### src/rtl/olst_pkg.sv
// shared types and constants for the ordered character list engine
package olst_pkg;

   // field widths of the command and result beats
   localparam int OP_W     = 3;
   localparam int LETTER_W = 8;
   localparam int POS_W    = 5;
   localparam int STATUS_W = 2;
   localparam int FIDX_W   = 4;
   localparam int COUNT_W  = 5;

   // command codes; code 7 is unused and changes nothing
   typedef enum logic [OP_W-1:0] {
      OP_APPEND      = 3'd0,
      OP_PREPEND     = 3'd1,
      OP_INSERT_AT   = 3'd2,
      OP_REMOVE_LAST = 3'd3,
      OP_REMOVE_HEAD = 3'd4,
      OP_REMOVE_AT   = 3'd5,
      OP_FIND        = 3'd6
   } op_type;

   // result status codes
   typedef enum logic [STATUS_W-1:0] {
      ST_OK    = 2'd0,
      ST_EMPTY = 2'd1,
      ST_FULL  = 2'd2
   } status_type;

   // command beat
   typedef struct packed {
      op_type               op;
      logic [LETTER_W-1:0]  letter;
      logic [POS_W-1:0]     position;
   } req_type;

   // result beat
   typedef struct packed {
      status_type           status;
      logic                 found;
      logic [FIDX_W-1:0]    found_index;
      logic [COUNT_W-1:0]   count;
      logic                 is_empty;
   } rsp_type;

   // controller states
   typedef enum logic [3:0] {
      S_IDLE,
      S_DISPATCH,
      S_INS_RD,
      S_INS_WR,
      S_REM_RD,
      S_REM_WR,
      S_FIND_RD,
      S_FIND_CMP,
      S_DONE
   } state_type;

   // controller to datapath commands
   typedef struct packed {
      logic       load;
      logic       set_status;
      status_type status;
      logic       start_ins;
      logic       start_rem;
      logic       start_find;
      logic       rd_up;
      logic       wr_up;
      logic       rd_down;
      logic       wr_down;
      logic       put_letter;
      logic       dec_count;
      logic       step_find;
      logic       hit;
      logic       publish;
   } cmd_type;

   // datapath to controller status
   typedef struct packed {
      op_type op;
      logic   full;
      logic   empty;
      logic   ins_more;
      logic   rem_more;
      logic   find_more;
      logic   match;
   } dp_stat_type;

endpackage

### src/rtl/olst_ram.sv
// generic single write, single read ram with registered read data
module olst_ram #(
   parameter int WIDTH = 8,
   parameter int DEPTH = 16
) (
   input  logic                     clock,
   input  logic                     wr_en,
   input  logic [$clog2(DEPTH)-1:0] wr_addr,
   input  logic [WIDTH-1:0]         wr_data,
   input  logic [$clog2(DEPTH)-1:0] rd_addr,
   output logic [WIDTH-1:0]         rd_data
);

   logic [WIDTH-1:0] mem_ff [DEPTH];
   logic [WIDTH-1:0] rd_data_ff;

   // write port and registered read port
   always_ff @(posedge clock) begin
      if (wr_en) begin
         mem_ff[wr_addr] <= wr_data;
      end
      rd_data_ff <= mem_ff[rd_addr];
   end

   assign rd_data = rd_data_ff;

endmodule

### src/rtl/olst_ctrl.sv
// sequencer for the list commands: dispatch, shift loops, search loop, result
module olst_ctrl
   import olst_pkg::*;
(
   input  logic        clock,
   input  logic        reset,
   input  logic        req_valid,
   output logic        req_ready,
   output logic        rsp_valid,
   input  logic        rsp_ready,
   input  dp_stat_type stat,
   output cmd_type     cmd
);

   state_type state_ff, state_in;
   logic      rsp_valid_ff, rsp_valid_in;
   logic      slot_free;

   assign slot_free = !rsp_valid_ff || rsp_ready;

   // state and result valid registers
   always_ff @(posedge clock) begin
      if (reset) begin
         state_ff     <= S_IDLE;
         rsp_valid_ff <= 1'b0;
      end else begin
         state_ff     <= state_in;
         rsp_valid_ff <= rsp_valid_in;
      end
   end

   // next state
   always_comb begin
      state_in = state_ff;
      case (state_ff)
         S_IDLE: begin
            if (req_valid) state_in = S_DISPATCH;
         end
         S_DISPATCH: begin
            case (stat.op)
               OP_APPEND, OP_PREPEND, OP_INSERT_AT: begin
                  state_in = stat.full ? S_DONE : S_INS_RD;
               end
               OP_REMOVE_LAST, OP_REMOVE_HEAD, OP_REMOVE_AT: begin
                  state_in = stat.empty ? S_DONE : S_REM_RD;
               end
               OP_FIND: begin
                  state_in = stat.empty ? S_DONE : S_FIND_RD;
               end
               default: state_in = S_DONE;
            endcase
         end
         S_INS_RD:   state_in = stat.ins_more ? S_INS_WR : S_DONE;
         S_INS_WR:   state_in = S_INS_RD;
         S_REM_RD:   state_in = stat.rem_more ? S_REM_WR : S_DONE;
         S_REM_WR:   state_in = S_REM_RD;
         S_FIND_RD:  state_in = S_FIND_CMP;
         S_FIND_CMP: begin
            if (stat.match || !stat.find_more) state_in = S_DONE;
            else                               state_in = S_FIND_RD;
         end
         S_DONE: begin
            if (slot_free) state_in = S_IDLE;
         end
         default: state_in = S_IDLE;
      endcase
   end

   // command outputs
   always_comb begin
      cmd          = '0;
      cmd.status   = ST_OK;
      rsp_valid_in = rsp_valid_ff && !rsp_ready;
      case (state_ff)
         S_IDLE: begin
            cmd.load = req_valid;
         end
         S_DISPATCH: begin
            cmd.set_status = 1'b1;
            case (stat.op)
               OP_APPEND, OP_PREPEND, OP_INSERT_AT: begin
                  if (stat.full) cmd.status    = ST_FULL;
                  else           cmd.start_ins = 1'b1;
               end
               OP_REMOVE_LAST, OP_REMOVE_HEAD, OP_REMOVE_AT: begin
                  if (stat.empty) cmd.status    = ST_EMPTY;
                  else            cmd.start_rem = 1'b1;
               end
               OP_FIND: begin
                  if (stat.empty) cmd.status     = ST_EMPTY;
                  else            cmd.start_find = 1'b1;
               end
               default: cmd.status = ST_OK;
            endcase
         end
         S_INS_RD: begin
            if (stat.ins_more) cmd.rd_up      = 1'b1;
            else               cmd.put_letter = 1'b1;
         end
         S_INS_WR: cmd.wr_up = 1'b1;
         S_REM_RD: begin
            if (stat.rem_more) cmd.rd_down   = 1'b1;
            else               cmd.dec_count = 1'b1;
         end
         S_REM_WR:  cmd.wr_down = 1'b1;
         S_FIND_CMP: begin
            if (stat.match)          cmd.hit       = 1'b1;
            else if (stat.find_more) cmd.step_find = 1'b1;
         end
         S_DONE: begin
            if (slot_free) begin
               cmd.publish  = 1'b1;
               rsp_valid_in = 1'b1;
            end
         end
         default: cmd = '0;
      endcase
   end

   assign req_ready = (state_ff == S_IDLE);
   assign rsp_valid = rsp_valid_ff;

endmodule

### src/rtl/olst_dp.sv
// list datapath: entry store, count, cursor, index math and result register
module olst_dp
   import olst_pkg::*;
#(
   parameter int CAPACITY = 16
) (
   input  logic        clock,
   input  logic        reset,
   input  req_type     req_data,
   input  cmd_type     cmd,
   output dp_stat_type stat,
   output rsp_type     rsp_data
);

   localparam int AW   = $clog2(CAPACITY);
   localparam int CW   = $clog2(CAPACITY + 1);
   localparam int CMPW = (CW > POS_W) ? CW : POS_W;

   logic [CW-1:0]       count_ff, count_in;
   logic [CW-1:0]       cursor_ff, cursor_in;
   req_type             req_ff;
   status_type          status_ff;
   logic                found_ff;
   rsp_type             rsp_ff;

   logic [CW-1:0]       ins_idx, rem_idx, last_idx, pos_idx;
   logic                pos_past;
   logic                wr_en;
   logic [AW-1:0]       wr_addr, rd_addr;
   logic [LETTER_W-1:0] wr_data, rd_data;

   // target index math; position at or past the count means the tail
   assign pos_past = CMPW'(req_ff.position) >= CMPW'(count_ff);
   assign pos_idx  = CW'(req_ff.position);
   assign last_idx = count_ff - CW'(1);

   always_comb begin
      case (req_ff.op)
         OP_APPEND:    ins_idx = count_ff;
         OP_INSERT_AT: ins_idx = pos_past ? count_ff : pos_idx;
         default:      ins_idx = '0;
      endcase
      case (req_ff.op)
         OP_REMOVE_LAST: rem_idx = last_idx;
         OP_REMOVE_AT:   rem_idx = pos_past ? last_idx : pos_idx;
         default:        rem_idx = '0;
      endcase
   end

   // count and cursor updates
   always_comb begin
      count_in  = count_ff;
      cursor_in = cursor_ff;
      if (cmd.put_letter) count_in = count_ff + CW'(1);
      if (cmd.dec_count)  count_in = count_ff - CW'(1);
      if (cmd.start_ins)  cursor_in = count_ff;
      if (cmd.start_rem)  cursor_in = rem_idx;
      if (cmd.start_find) cursor_in = '0;
      if (cmd.wr_up)      cursor_in = cursor_ff - CW'(1);
      if (cmd.wr_down || cmd.step_find) cursor_in = cursor_ff + CW'(1);
   end

   always_ff @(posedge clock) begin
      if (reset) begin
         count_ff <= '0;
      end else begin
         count_ff <= count_in;
      end
   end

   // working registers for the command in flight
   always_ff @(posedge clock) begin
      cursor_ff <= cursor_in;
      if (cmd.load) begin
         req_ff   <= req_data;
         found_ff <= 1'b0;
      end
      if (cmd.set_status) status_ff <= cmd.status;
      if (cmd.hit)        found_ff  <= 1'b1;
   end

   // entry store port selection
   always_comb begin
      wr_en   = cmd.wr_up || cmd.wr_down || cmd.put_letter;
      wr_addr = cmd.put_letter ? ins_idx[AW-1:0] : cursor_ff[AW-1:0];
      wr_data = cmd.put_letter ? req_ff.letter : rd_data;
      if (cmd.rd_up)        rd_addr = AW'(cursor_ff - CW'(1));
      else if (cmd.rd_down) rd_addr = AW'(cursor_ff + CW'(1));
      else                  rd_addr = cursor_ff[AW-1:0];
   end

   olst_ram #(
      .WIDTH (LETTER_W),
      .DEPTH (CAPACITY)
   ) u_entries (
      .clock   (clock),
      .wr_en   (wr_en),
      .wr_addr (wr_addr),
      .wr_data (wr_data),
      .rd_addr (rd_addr),
      .rd_data (rd_data)
   );

   // status toward the sequencer
   always_comb begin
      stat.op        = req_ff.op;
      stat.full      = (count_ff == CW'(CAPACITY));
      stat.empty     = (count_ff == '0);
      stat.ins_more  = (cursor_ff > ins_idx);
      stat.rem_more  = ((CW + 1)'(cursor_ff) + (CW + 1)'(1)) < (CW + 1)'(count_ff);
      stat.find_more = stat.rem_more;
      stat.match     = (rd_data == req_ff.letter);
   end

   // result register, loaded once the command has settled
   always_ff @(posedge clock) begin
      if (cmd.publish) begin
         rsp_ff.status      <= status_ff;
         rsp_ff.found       <= found_ff;
         rsp_ff.found_index <= found_ff ? FIDX_W'(cursor_ff) : '0;
         rsp_ff.count       <= COUNT_W'(count_ff);
         rsp_ff.is_empty    <= (count_ff == '0);
      end
   end

   assign rsp_data = rsp_ff;

endmodule

### src/rtl/ordered_char_list_engine.sv
// top level of the ordered character list engine
//
// Bounded ordered list of byte characters, index 0 at the head.
// req channel: one beat is one command (append, prepend, insert at,
// remove last, remove first, remove at, find), with letter and position.
// rsp channel: one beat per command with status, found flag, found
// index, count after the command and an empty flag.
// Entries live in a single write, single read ram; every shift or search
// step has a read state and a write or compare state. A command passes
// through dispatch, its shift or search loop and a done state; rejected
// commands and the unused code skip the loop. The sequencer returns to
// idle as the result register is loaded.
// One command is in flight at a time; req_ready is high when the
// sequencer is idle, also while an earlier result still waits.
// If the receiver stalls, a finished command waits before loading the
// result register, and no new command is taken until it is loaded.
// Reset empties the list (count zero) and drops any pending result;
// entry contents are not cleared.
module ordered_char_list_engine
   import olst_pkg::*;
#(
   parameter int CAPACITY = 16
) (
   input  logic    clock,
   input  logic    reset,
   input  logic    req_valid,
   output logic    req_ready,
   input  req_type req_data,
   output logic    rsp_valid,
   input  logic    rsp_ready,
   output rsp_type rsp_data
);

   cmd_type     cmd;
   dp_stat_type stat;

   // sequencer
   olst_ctrl u_ctrl (
      .clock     (clock),
      .reset     (reset),
      .req_valid (req_valid),
      .req_ready (req_ready),
      .rsp_valid (rsp_valid),
      .rsp_ready (rsp_ready),
      .stat      (stat),
      .cmd       (cmd)
   );

   // datapath with the entry store
   olst_dp #(
      .CAPACITY (CAPACITY)
   ) u_dp (
      .clock    (clock),
      .reset    (reset),
      .req_data (req_data),
      .cmd      (cmd),
      .stat     (stat),
      .rsp_data (rsp_data)
   );

endmodule

### config.mk
export PLATFORM = sky130hd
export DESIGN_NAME = ordered_char_list_engine
export DESIGN_NICKNAME = d
export VERILOG_FILES = /design/src/rtl/olst_pkg.sv /design/src/rtl/olst_ram.sv /design/src/rtl/olst_ctrl.sv /design/src/rtl/olst_dp.sv /design/src/rtl/ordered_char_list_engine.sv
export SDC_FILE = /design/constraint.sdc
export NUM_CORES = 1
export LEC_CHECK = 0
export BUFFER_PORTS_ARGS = -buffer_cell sky130_fd_sc_hd__clkbuf_2
export CAP_MARGIN = 20
export CORE_MARGIN = 1
export CORE_UTILIZATION = 50
export DETAILED_ROUTE_END_ITERATION = 16
export PLACE_DENSITY = 0.74
export REMOVE_ABC_BUFFERS = 1
export SETUP_SLACK_MARGIN = 0.3
export SYNTH_ARGS = -nofsm -noshare
export SYNTH_HDL_FRONTEND = slang
export SYNTH_SLANG_ARGS = --single-unit
### constraint.sdc
create_clock -name clock -period 5.6 [get_ports clock]
set_clock_uncertainty 0.05 [all_clocks]
set_input_delay 0.84 -clock clock [delete_from_list [all_inputs] [get_ports clock]]
set_output_delay 0.84 -clock clock [all_outputs]
set_load 0.03 [all_outputs]
# Word-level counts from Yosys, hierarchy flattened
# Memories as Yosys holds them, arrays and structs flattened. A register that Yosys moved wholly into a read port is not among the register bits.
# Index checks and enable logic that the tools add are counted.
# totals
ff_bits,47
ramBits,128
out_inout_bits,15
wordCells,113
memories,1
# classes
addsub,5
n_lt_le_gt_ge,3
n_eq_ne,18
muxes,54
reduce_logical,18
# memory_table
memory,words,word_bits,read_ports,rd_clocked_by_memory_dff,write_ports,line,text
u_dp.u_entries.mem_ff,16,8,1,1,1,olst_ram.sv:14,logic [WIDTH-1:0] mem_ff [DEPTH];
# ops
cell,count
2-to-1 mux 5 bit,9
2-to-1 mux 4 bit,11
one-hot mux 4 bit (9 select lines),1
2-to-1 mux 1 bit,25
one-hot mux 5 bit (2 select lines),2
"equality test 4 x 3 -> 1 bit, second input constant",4
one-hot mux 4 bit (3 select lines),1
"adder 5 x 1 -> 5 bit, second input constant",2
"subtractor 5 x 1 -> 5 bit, second input constant",2
"equality test 3 bit, second input constant",3
"equality test 4 x 2 -> 1 bit, second input constant",2
equality test 8 bit,1
2-to-1 mux 8 bit,1
"adder 5 x 1 -> 6 bit, second input constant",1
"equality test 3 x 2 -> 1 bit, second input constant",2
< comparator 6 x 5 -> 1 bit,1
2-to-1 mux 6 bit,1
OR reduction 3 bit,2
"equality test 5 bit, second input constant",1
greater-or-equal comparator 5 bit,1
> comparator 5 bit,1
logical NOT 5 bit,1
logical OR 1 bit,5
nonzero test 5 bit,1
14 further kinds,17

# Longest topological paths before layout
# Gate-level depths: netlist of the first run.
# logic_depth
word_depth,9
depth_mapped,20
mapped_depth_nobuf,17

# Hierarchy
# Synthesis of the first run repeated with hierarchy kept, for this count alone.
# hier_totals
hier_cells,565
hier_area_um2,8423.1
# by_module_without_submodules
module,n_inst,cells_per_inst,area_per_inst_um2,seq_area_each_um2
olst_ram,1,229,5147.4,4003.8
olst_dp,1,265,2752.6,1201.2
olst_ctrl,1,71,523.0,100.1

# Least setup slack after synthesis of the first run
# OpenSTA, ideal clock, no wires.
# synth_path
path_kind,reg-to-reg
start,register u_dp.count_ff[0]
end,"memory u_dp.u_entries.mem_ff[14][0], enable pin"
setup_time_ps,383
arrival_time_ps,4679
required_ps,5167
slack_ps,488
path_stages_with_launch,18
n_path_buf,1
path_cell_list,dfxtp_1 ha_1 nand2b_1 a21o_1 a21o_1 o41ai_2 mux2i_1 or2_2 ha_1 a21oi_1 a21boi_0 nor2_1 o21ai_0 clkbuf_1 nand2_1 o31ai_1 nand3_1 nor3_1
# synth_via
elab_chain_cells,9
# synth_rtl
element,line,text
"start, declared",olst_dp.sv:19,"logic [CW-1:0] count_ff, count_in;"
"start signal, assigned",olst_dp.sv:67,count_ff <= count_in;
greater-or-equal comparator 5 bit,olst_dp.sv:33,assign pos_past = CMPW'(req_ff.position) >= CMPW'(count_ff);
2-to-1 mux 5 bit,olst_dp.sv:40,OP_INSERT_AT: ins_idx = pos_past ? count_ff : pos_idx;
one-hot mux 5 bit (2 select lines) (*),olst_dp.sv:38,case (req_ff.op)
> comparator 5 bit,olst_dp.sv:109,stat.ins_more = (cursor_ff > ins_idx);
2-to-1 mux 1 bit,olst_ctrl.sv:97,if (stat.ins_more) cmd.rd_up = 1'b1;
2-to-1 mux 1 bit,olst_ctrl.sv:74,case (state_ff)
logical OR 1 bit,olst_dp.sv:84,wr_en = cmd.wr_up || cmd.wr_down || cmd.put_letter;
2-to-1 mux 1 bit,olst_ram.sv:19,if (wr_en) begin
2-to-1 mux 1 bit (not written as such),olst_ram.sv:20,mem_ff[wr_addr] <= wr_data;
"end, declared",olst_ram.sv:14,
# Every way passes the cells marked *; elsewhere a longest branch is shown, timed or not.

# Worst setup path in the final report of the first run
# layout_path
start,register u_dp.count_ff[0]
end,"memory u_dp.u_entries.mem_ff[14][7], enable pin"
# Same word-level chain as after synthesis.

==> impl_metrics.env, run 1 <==
export IMPL_status="complete, but fails checks"
export IMPL_violations="design-rule violations"
export IMPL_rows=49
export IMPL_endpoint="u_dp.u_entries.mem_ff[14][7]"
export IMPL_fmax_mhz=194
export IMPL_fin_crit_sh=0.920
export IMPL_viasPerCell=6.24
export IMPL_setup_tns_ns=0
export IMPL_dr_max_layer_used="met4"
export IMPL_drive_above_1_share=0.162
export IMPL_maxCapViolations=0
export IMPL_critPathTopFamily="compound AO/OA/AOI/OAI gates"
export IMPL_clk_pin_slew_ns=0.07
export IMPL_cts_tree="yes"
export IMPL_synth_cells=870
export IMPL_hold_class="register to register"
export IMPL_slew_viol_final=0
export IMPL_drt_pass1_iter_count=13
export IMPL_hold_viol=0
export IMPL_n_antenna_cell=0
export IMPL_hpwl_mm=16.8
export IMPL_final_antenna_net_count=0
export IMPL_p_total_uw=4080
export IMPL_slew_headroom=0.386
export IMPL_cp_cell_sequence="ha_1, nand2b_1, a21o_1, a21o_1, o41ai_4, mux2i_1, or2_2, ha_1, and4_1, a21o_1, nor2_1, o21ai_4, o31ai_1, nand3_1, nor3_1, buf_4"
export IMPL_initial_core_util=0.516
export IMPL_wl_per_cell_um=21.2
export IMPL_antenna_found_initial=0
export IMPL_cts_path_max_buffers=2
export IMPL_grt_pass1_wl_mm=38.4
export IMPL_clock_sinks=183
export IMPL_min_period_ns=5.15
export IMPL_overflow=0
export IMPL_clockRootBuffer="clkbuf_16"
export IMPL_num_vias=7272
export IMPL_p_leak_uw=0.00382
export IMPL_crit_path_start_kind="register"
export IMPL_htree_levels=4
export IMPL_path_class="register to register"
export IMPL_die_height_um=139
export IMPL_r2r_end="u_dp.u_entries.mem_ff[14][7]"
export IMPL_chipWidth_um=139
export IMPL_tightest_slew_ns=0.914
export IMPL_finalSetupViolCount=0
export IMPL_nFillCells=1451
export IMPL_numCtsBuffers=17
export IMPL_die_area_um2=19300
export IMPL_ys_warn_count=0
export IMPL_cp_depth=16
export IMPL_final_nets=962
export IMPL_rrSetupSlack_ns=0.45
export IMPL_grt_pass1_vias=6804
export IMPL_ys_flop_type="edfxtp_1"
export IMPL_gp_congestion=0.959
export IMPL_powerDensity_nw_per_um2=382
export IMPL_synth_top_area_cell="edfxtp_1"
export IMPL_crit_path_max_fanout=14
export IMPL_area_growth_pct=14.1
export IMPL_rsz0062_at_grt="yes"
export IMPL_synth_seq_cells=183
export IMPL_route_detailed_drc=2
export IMPL_ys_types=67
export IMPL_grt_usage=0.263
export IMPL_critPathMostFrequentCell="a21o_1"
export IMPL_grt_max_degree=45
export IMPL_r2r_start="u_dp.count_ff[0]"
export IMPL_regArea_um2=5310
export IMPL_ys_seq_area_frac=0.567
export IMPL_multi_input_area_um2=3860
export IMPL_synth_area_leaders="edfxtp_1 53%, nand2_1 6.7%, dfxtp_1 4.1%"
export IMPL_worstSetupStartpoint="u_dp.count_ff[0]"
export IMPL_drt_wl_total_mm=24.7
export IMPL_cp_slowest_cell="dfxtp_1"
export IMPL_io_pins=35
export IMPL_syn_cell_area_um2=9360
export IMPL_wl_met2_mm=11.9
export IMPL_port_buffers=34
export IMPL_synth_edf_count=164
export IMPL_cp_buffers_inverters=1
export IMPL_worstSetupEndpointType="register"
export IMPL_ys_async_sr_fraction=0
export IMPL_synth_commonest_cells="166 x nand2_1, 164 x edfxtp_1, 70 x a21oi_1"
export IMPL_initialDrtViolationCount=776
export IMPL_arrival_ns=5.25
export IMPL_wl_met3_mm=2.01
export IMPL_clk_latency_ns=0.44
export IMPL_worstRegToRegCells=16
export IMPL_cp_required_ns=5.70
export IMPL_max_stage_delay_ns=0.52
export IMPL_wl_met1_mm=9.89
export IMPL_syn_area_per_cell_um2=10.8
export IMPL_synth_top_cell_area_share=0.526
export IMPL_core_area_um2=18100
export IMPL_synth_most_common_cell="nand2_1"
export IMPL_ir_worst_vdd_uv=276
==> stage by stage <==
stage          hold slack (ns)  utilization  cell area, µm²  instances  worst slack, ns
3_3_place_gp             0.353        0.548            9950       1129            0.178
4_1_cts                  0.373        0.583           10600       1161            0.453
2_1_floorplan            0.350            -            9150        822           -0.308
6_report                 0.372        0.588           10700       1166            0.446
5_1_grt                  0.392        0.588           10700       1166            0.219
3_5_place_dp             0.355        0.548            9950       1129           0.0565
==> worst min path at each step <==
stage / endpoint / start / slack, ns / depth (start not counted)
finish: u_dp.rsp_data[12] / u_dp.status_ff[1] / 0.37 / 0
global route: u_dp.rsp_data[11] / u_dp.status_ff[0] / 0.39 / 0
CTS: u_dp.rsp_data[12] / u_dp.status_ff[1] / 0.37 / 0
detailed placement: u_dp.rsp_data[12] / u_dp.status_ff[1] / 0.35 / 0
global placement: u_dp.rsp_data[11] / u_dp.status_ff[0] / 0.35 / 0
floorplan: u_dp.rsp_data[11] / u_dp.status_ff[0] / 0.35 / 0
==> kinds of logic (layout without fill, tap and decap cells) <==
family | after synthesis | count (layout) | synth area share
AND/OR/NAND/NOR | 361 | 361 | 0.184
AO/OA/AOI/OAI | 204 | 204 | 0.156
flip-flops | 183 | 183 | 0.567
buffers and inverters | 65 | 132 | 0.0295
XOR/XNOR | 21 | 21 | 0.0205
adder cells (fa/ha/maj) | 18 | 18 | 0.0241
multiplexers | 18 | 18 | 0.0194
==> power breakdown <==
part           switching [µW]  internal (µW)
clock network             581            640
registers                82.9           1700
logic                     736            341
==> state kept, by name, summed over array words and instances (netlist names) <==
| name | count |
|---|---|
| u_dp.cursor_ff | 5 |
| u_dp.stat | 3 |
| u_ctrl.rsp_valid | 1 |
| u_dp.found_ff | 1 |
| u_dp.rsp_data | 13 |
| u_dp.count_ff | 5 |
| u_dp.status_ff | 2 |
| u_ctrl.state_ff | 4 |
| u_dp.u_entries.mem_ff | 128 |
| u_dp.u_entries.rd_data | 8 |
| u_dp.req_ff | 8 |
| u_dp.pos_idx | 5 |
==> cell usage in the layout (no fill, tap or decap), types with 8 or more instances in the layout <==
cell type,Yosys,layout
inv_1,17,17
a22o_1,9,9
or2_2,9,9
ha_1,18,18
nor3_1,39,38
xnor2_1,8,8
nand2_1,166,166
nand2b_1,38,38
nand4_1,17,17
nand3_1,16,16
clkbuf_2,0,34
xor2_1,12,12
a21oi_1,70,70
clkbuf_16,0,17
buf_4,4,48
o2bb2ai_1,16,16
nor2_1,34,33
mux2i_1,17,17
a32o_1,8,8
and3_1,11,11
o21ai_0,31,30
edfxtp_1,164,164
dfxtp_1,19,19
==> metal layers <==
metal,up-vias,track usage
met1,3495,0.330
met4,0,0.109
met5,-,0
met3,58,0.0615
met2,357,0.438
li1,3362,-
==> final cells by class <==
type | count | area share
clock buffers | 17 | 0.0399
multi-input cells | 622 | 0.362
well taps | 229 | 0.0268
inverters | 17 | 0.00598
clock inverters | 15 | 0.0168
repair buffers | 83 | 0.0516
flip-flops and latches | 183 | 0.497
==> repair_timing <==
action | CTS | global route
hold buffers | 0 | 0
pin swaps | 0 | 1
buffers inserted | 0 | 5
setup endpoints to repair | 123 | 122
resized for setup | 2 | 13
(Power assumes the default switching activity.)
==> run 2: changes to the inputs <==
Settings changed: CORE_UTILIZATION 50 to 25, PLACE_DENSITY 0.74 to 0.46.
==> run 2 against run 1 <==
  * The flow now finishes without violations
  * Worst setup slack improved by 0.11 ns
  * Power increased by 0.27%
  * Flip-flop and latch count is the same
  * Cell area up 3.2%
  * Critical endpoint is now u_dp.u_entries.mem_ff[3][5]
==> impl_metrics.env, run 2 (synthesis results as in run 1) <==
export IMPL_drive_above_1_share=0.172
export IMPL_regArea_um2=5310
export IMPL_rows=70
export IMPL_maxCapViolations=0
export IMPL_grt_usage=0.147
export IMPL_numCtsBuffers=17
export IMPL_wl_per_cell_um=19.3
export IMPL_hpwl_mm=19.1
export IMPL_port_buffers=34
export IMPL_htree_levels=4
export IMPL_io_pins=35
export IMPL_num_vias=7053
export IMPL_min_period_ns=5.04
export IMPL_power_frac_comb=0.277
export IMPL_slew_viol_final=0
export IMPL_hold_class="register to register"
export IMPL_ir_worst_vdd_uv=163
export IMPL_hold_ws_ns=0.372
export IMPL_die_height_um=195
export IMPL_cts_path_max_buffers=2
export IMPL_final_antenna_net_count=0
export IMPL_cts_tree="yes"
export IMPL_tightest_slew_ns=0.904
export IMPL_status="complete, no violations"
export IMPL_largest_register="u_dp.u_entries.mem_ff"
export IMPL_gp_congestion=0.818
export IMPL_powerDensity_nw_per_um2=371
export IMPL_initialDrtViolationCount=679
export IMPL_final_area_um2=11000
export IMPL_power_switching_uw=1440
export IMPL_nFillCells=3681
export IMPL_core_area_um2=36700
export IMPL_initial_core_util=0.255
export IMPL_layout_setup_ws_ns=0.560
export IMPL_multi_input_area_um2=3840
export IMPL_overflow=0
export IMPL_mostFrequentLayoutCells="166 x nand2_1, 164 x edfxtp_1, 70 x a21oi_1"
export IMPL_final_nets=975
export IMPL_arrival_ns=5.09
export IMPL_post_dp_cell_area_um2=10400
export IMPL_clk_latency_ns=0.45
export IMPL_path_class="register to register"
export IMPL_drt_pass1_iter_count=5
export IMPL_sw_frac_of_total=0.351
export IMPL_grt_pass1_vias=6760
export IMPL_final_common_cell="nand2_1"
export IMPL_utilization=0.300
export IMPL_largest_register_ffs=128
export IMPL_clock_sinks=183
export IMPL_antenna_found_initial=0
export IMPL_fmax_mhz=198
export IMPL_area_growth_pct=17.7
export IMPL_p_leak_uw=0.00384
export IMPL_drt_wl_total_mm=27.4
export IMPL_viasPerCell=4.97
export IMPL_internal_power_uw=2660
export IMPL_clk_pin_slew_ns=0.07
export IMPL_cp_required_ns=5.65
export IMPL_pre_cts_ws_ns=0.0992
export IMPL_pwr_share_seq=0.435
export IMPL_crit_path_max_fanout=13
export IMPL_grt_max_degree=45
export IMPL_hold_buffers=0
export IMPL_hold_viol=0
export IMPL_crit_path_start_kind="register"
export IMPL_worstSetupEndpointType="register"
export IMPL_finalSetupViolCount=0
export IMPL_p_total_uw=4090
export IMPL_fin_crit_sh=0.900
export IMPL_n_antenna_cell=0
export IMPL_pwr_share_clk=0.287
export IMPL_route_detailed_drc=0
export IMPL_slew_headroom=0.393
export IMPL_clockRootBuffer="clkbuf_16"
export IMPL_chipWidth_um=195
export IMPL_grt_pass1_wl_mm=42.0
export IMPL_die_area_um2=38200
export IMPL_rsz0062_at_grt="yes"
[run 2: changes by cell type in the layout (fill, tap and decap cells not counted), moves of 3 or more]
cell     change
buf_4       +12
nor4b_2      -6
nor2_2       +3
nor3_1       -3
nor4b_1      +6
nor2_1       -4
[run 2: timing repair]
item	4_1_cts	5_1_grt
cloned	0	0
endpoints found under the setup margin	64	128
resized for setup	2	13
pin swaps	0	3
setup buffers	0	3
[run 2: worst max-delay path: stages (launching register included)]
cell and delay (ns):
edfxtp_1 0.43, inv_1 0.11, ha_1 0.22, nand2b_1 0.14
a21o_1 0.18, a21o_1 0.19, o41ai_2 0.19, buf_4 0.20
mux2i_1 0.12, or2_2 0.30, ha_1 0.33, and4_1 0.23
a21o_1 0.23, nor2_1 0.23, o21ai_4 0.16, buf_4 0.26
o31a_1 0.31, nand2b_1 0.32, nor2_2 0.46
[run 2: routing by layer]
metal | vias up | wire length (µm) | GRT usage | share of wire
met1 | 3488 | 13200 | 0.204 | 0.48
met3 | 18 | 985 | 0.0261 | 0.036
met4 | 0 | 427 | 0.0464 | 0.016
met2 | 160 | 12700 | 0.230 | 0.47
li1 | 3387 | - | - | -
met5 | - | 0 | 0 | 0
[run 2: path summary, 6_finish.rpt]
path | from | to | slack [ns] | cells after the start
max reg2reg | u_dp.pos_idx[0] | u_dp.u_entries.mem_ff[3][5] | 0.56 | 18
min | u_dp.status_ff[1] | u_dp.rsp_data[12] | 0.37 | 0
max | u_dp.pos_idx[0] | u_dp.u_entries.mem_ff[3][5] | 0.56 | 18
min reg2reg | u_dp.status_ff[1] | u_dp.rsp_data[12] | 0.37 | 0
[run 2: area by class of cell]
type	count	area share
Multi-Input combinational cell	622	0.349
Clock inverter	15	0.0124
Sequential cell	183	0.481
Inverter	17	0.00579
Clock buffer	17	0.0386
Tap cell	468	0.0531
Timing Repair Buffer	96	0.0600
[run 2: metrics by stage]
stage	instances	setup TNS, ns
floorplan	822	-15.74
global placement	1383	0
detailed placement	1383	0
CTS	1415	0
global route	1418	0
finish	1418	0
[run 2: power groups by stage]
stage / Clock (µW) / Sequential (µW) / Combinational (µW)
after global routing: 1260 / 1790 / 1240
after global placement: 0 / 1810 / 1140
after CTS: 1220 / 1780 / 1140
final: 1180 / 1780 / 1130
after floorplan: 0 / 1820 / 608
after detailed placement: 0 / 1810 / 1140
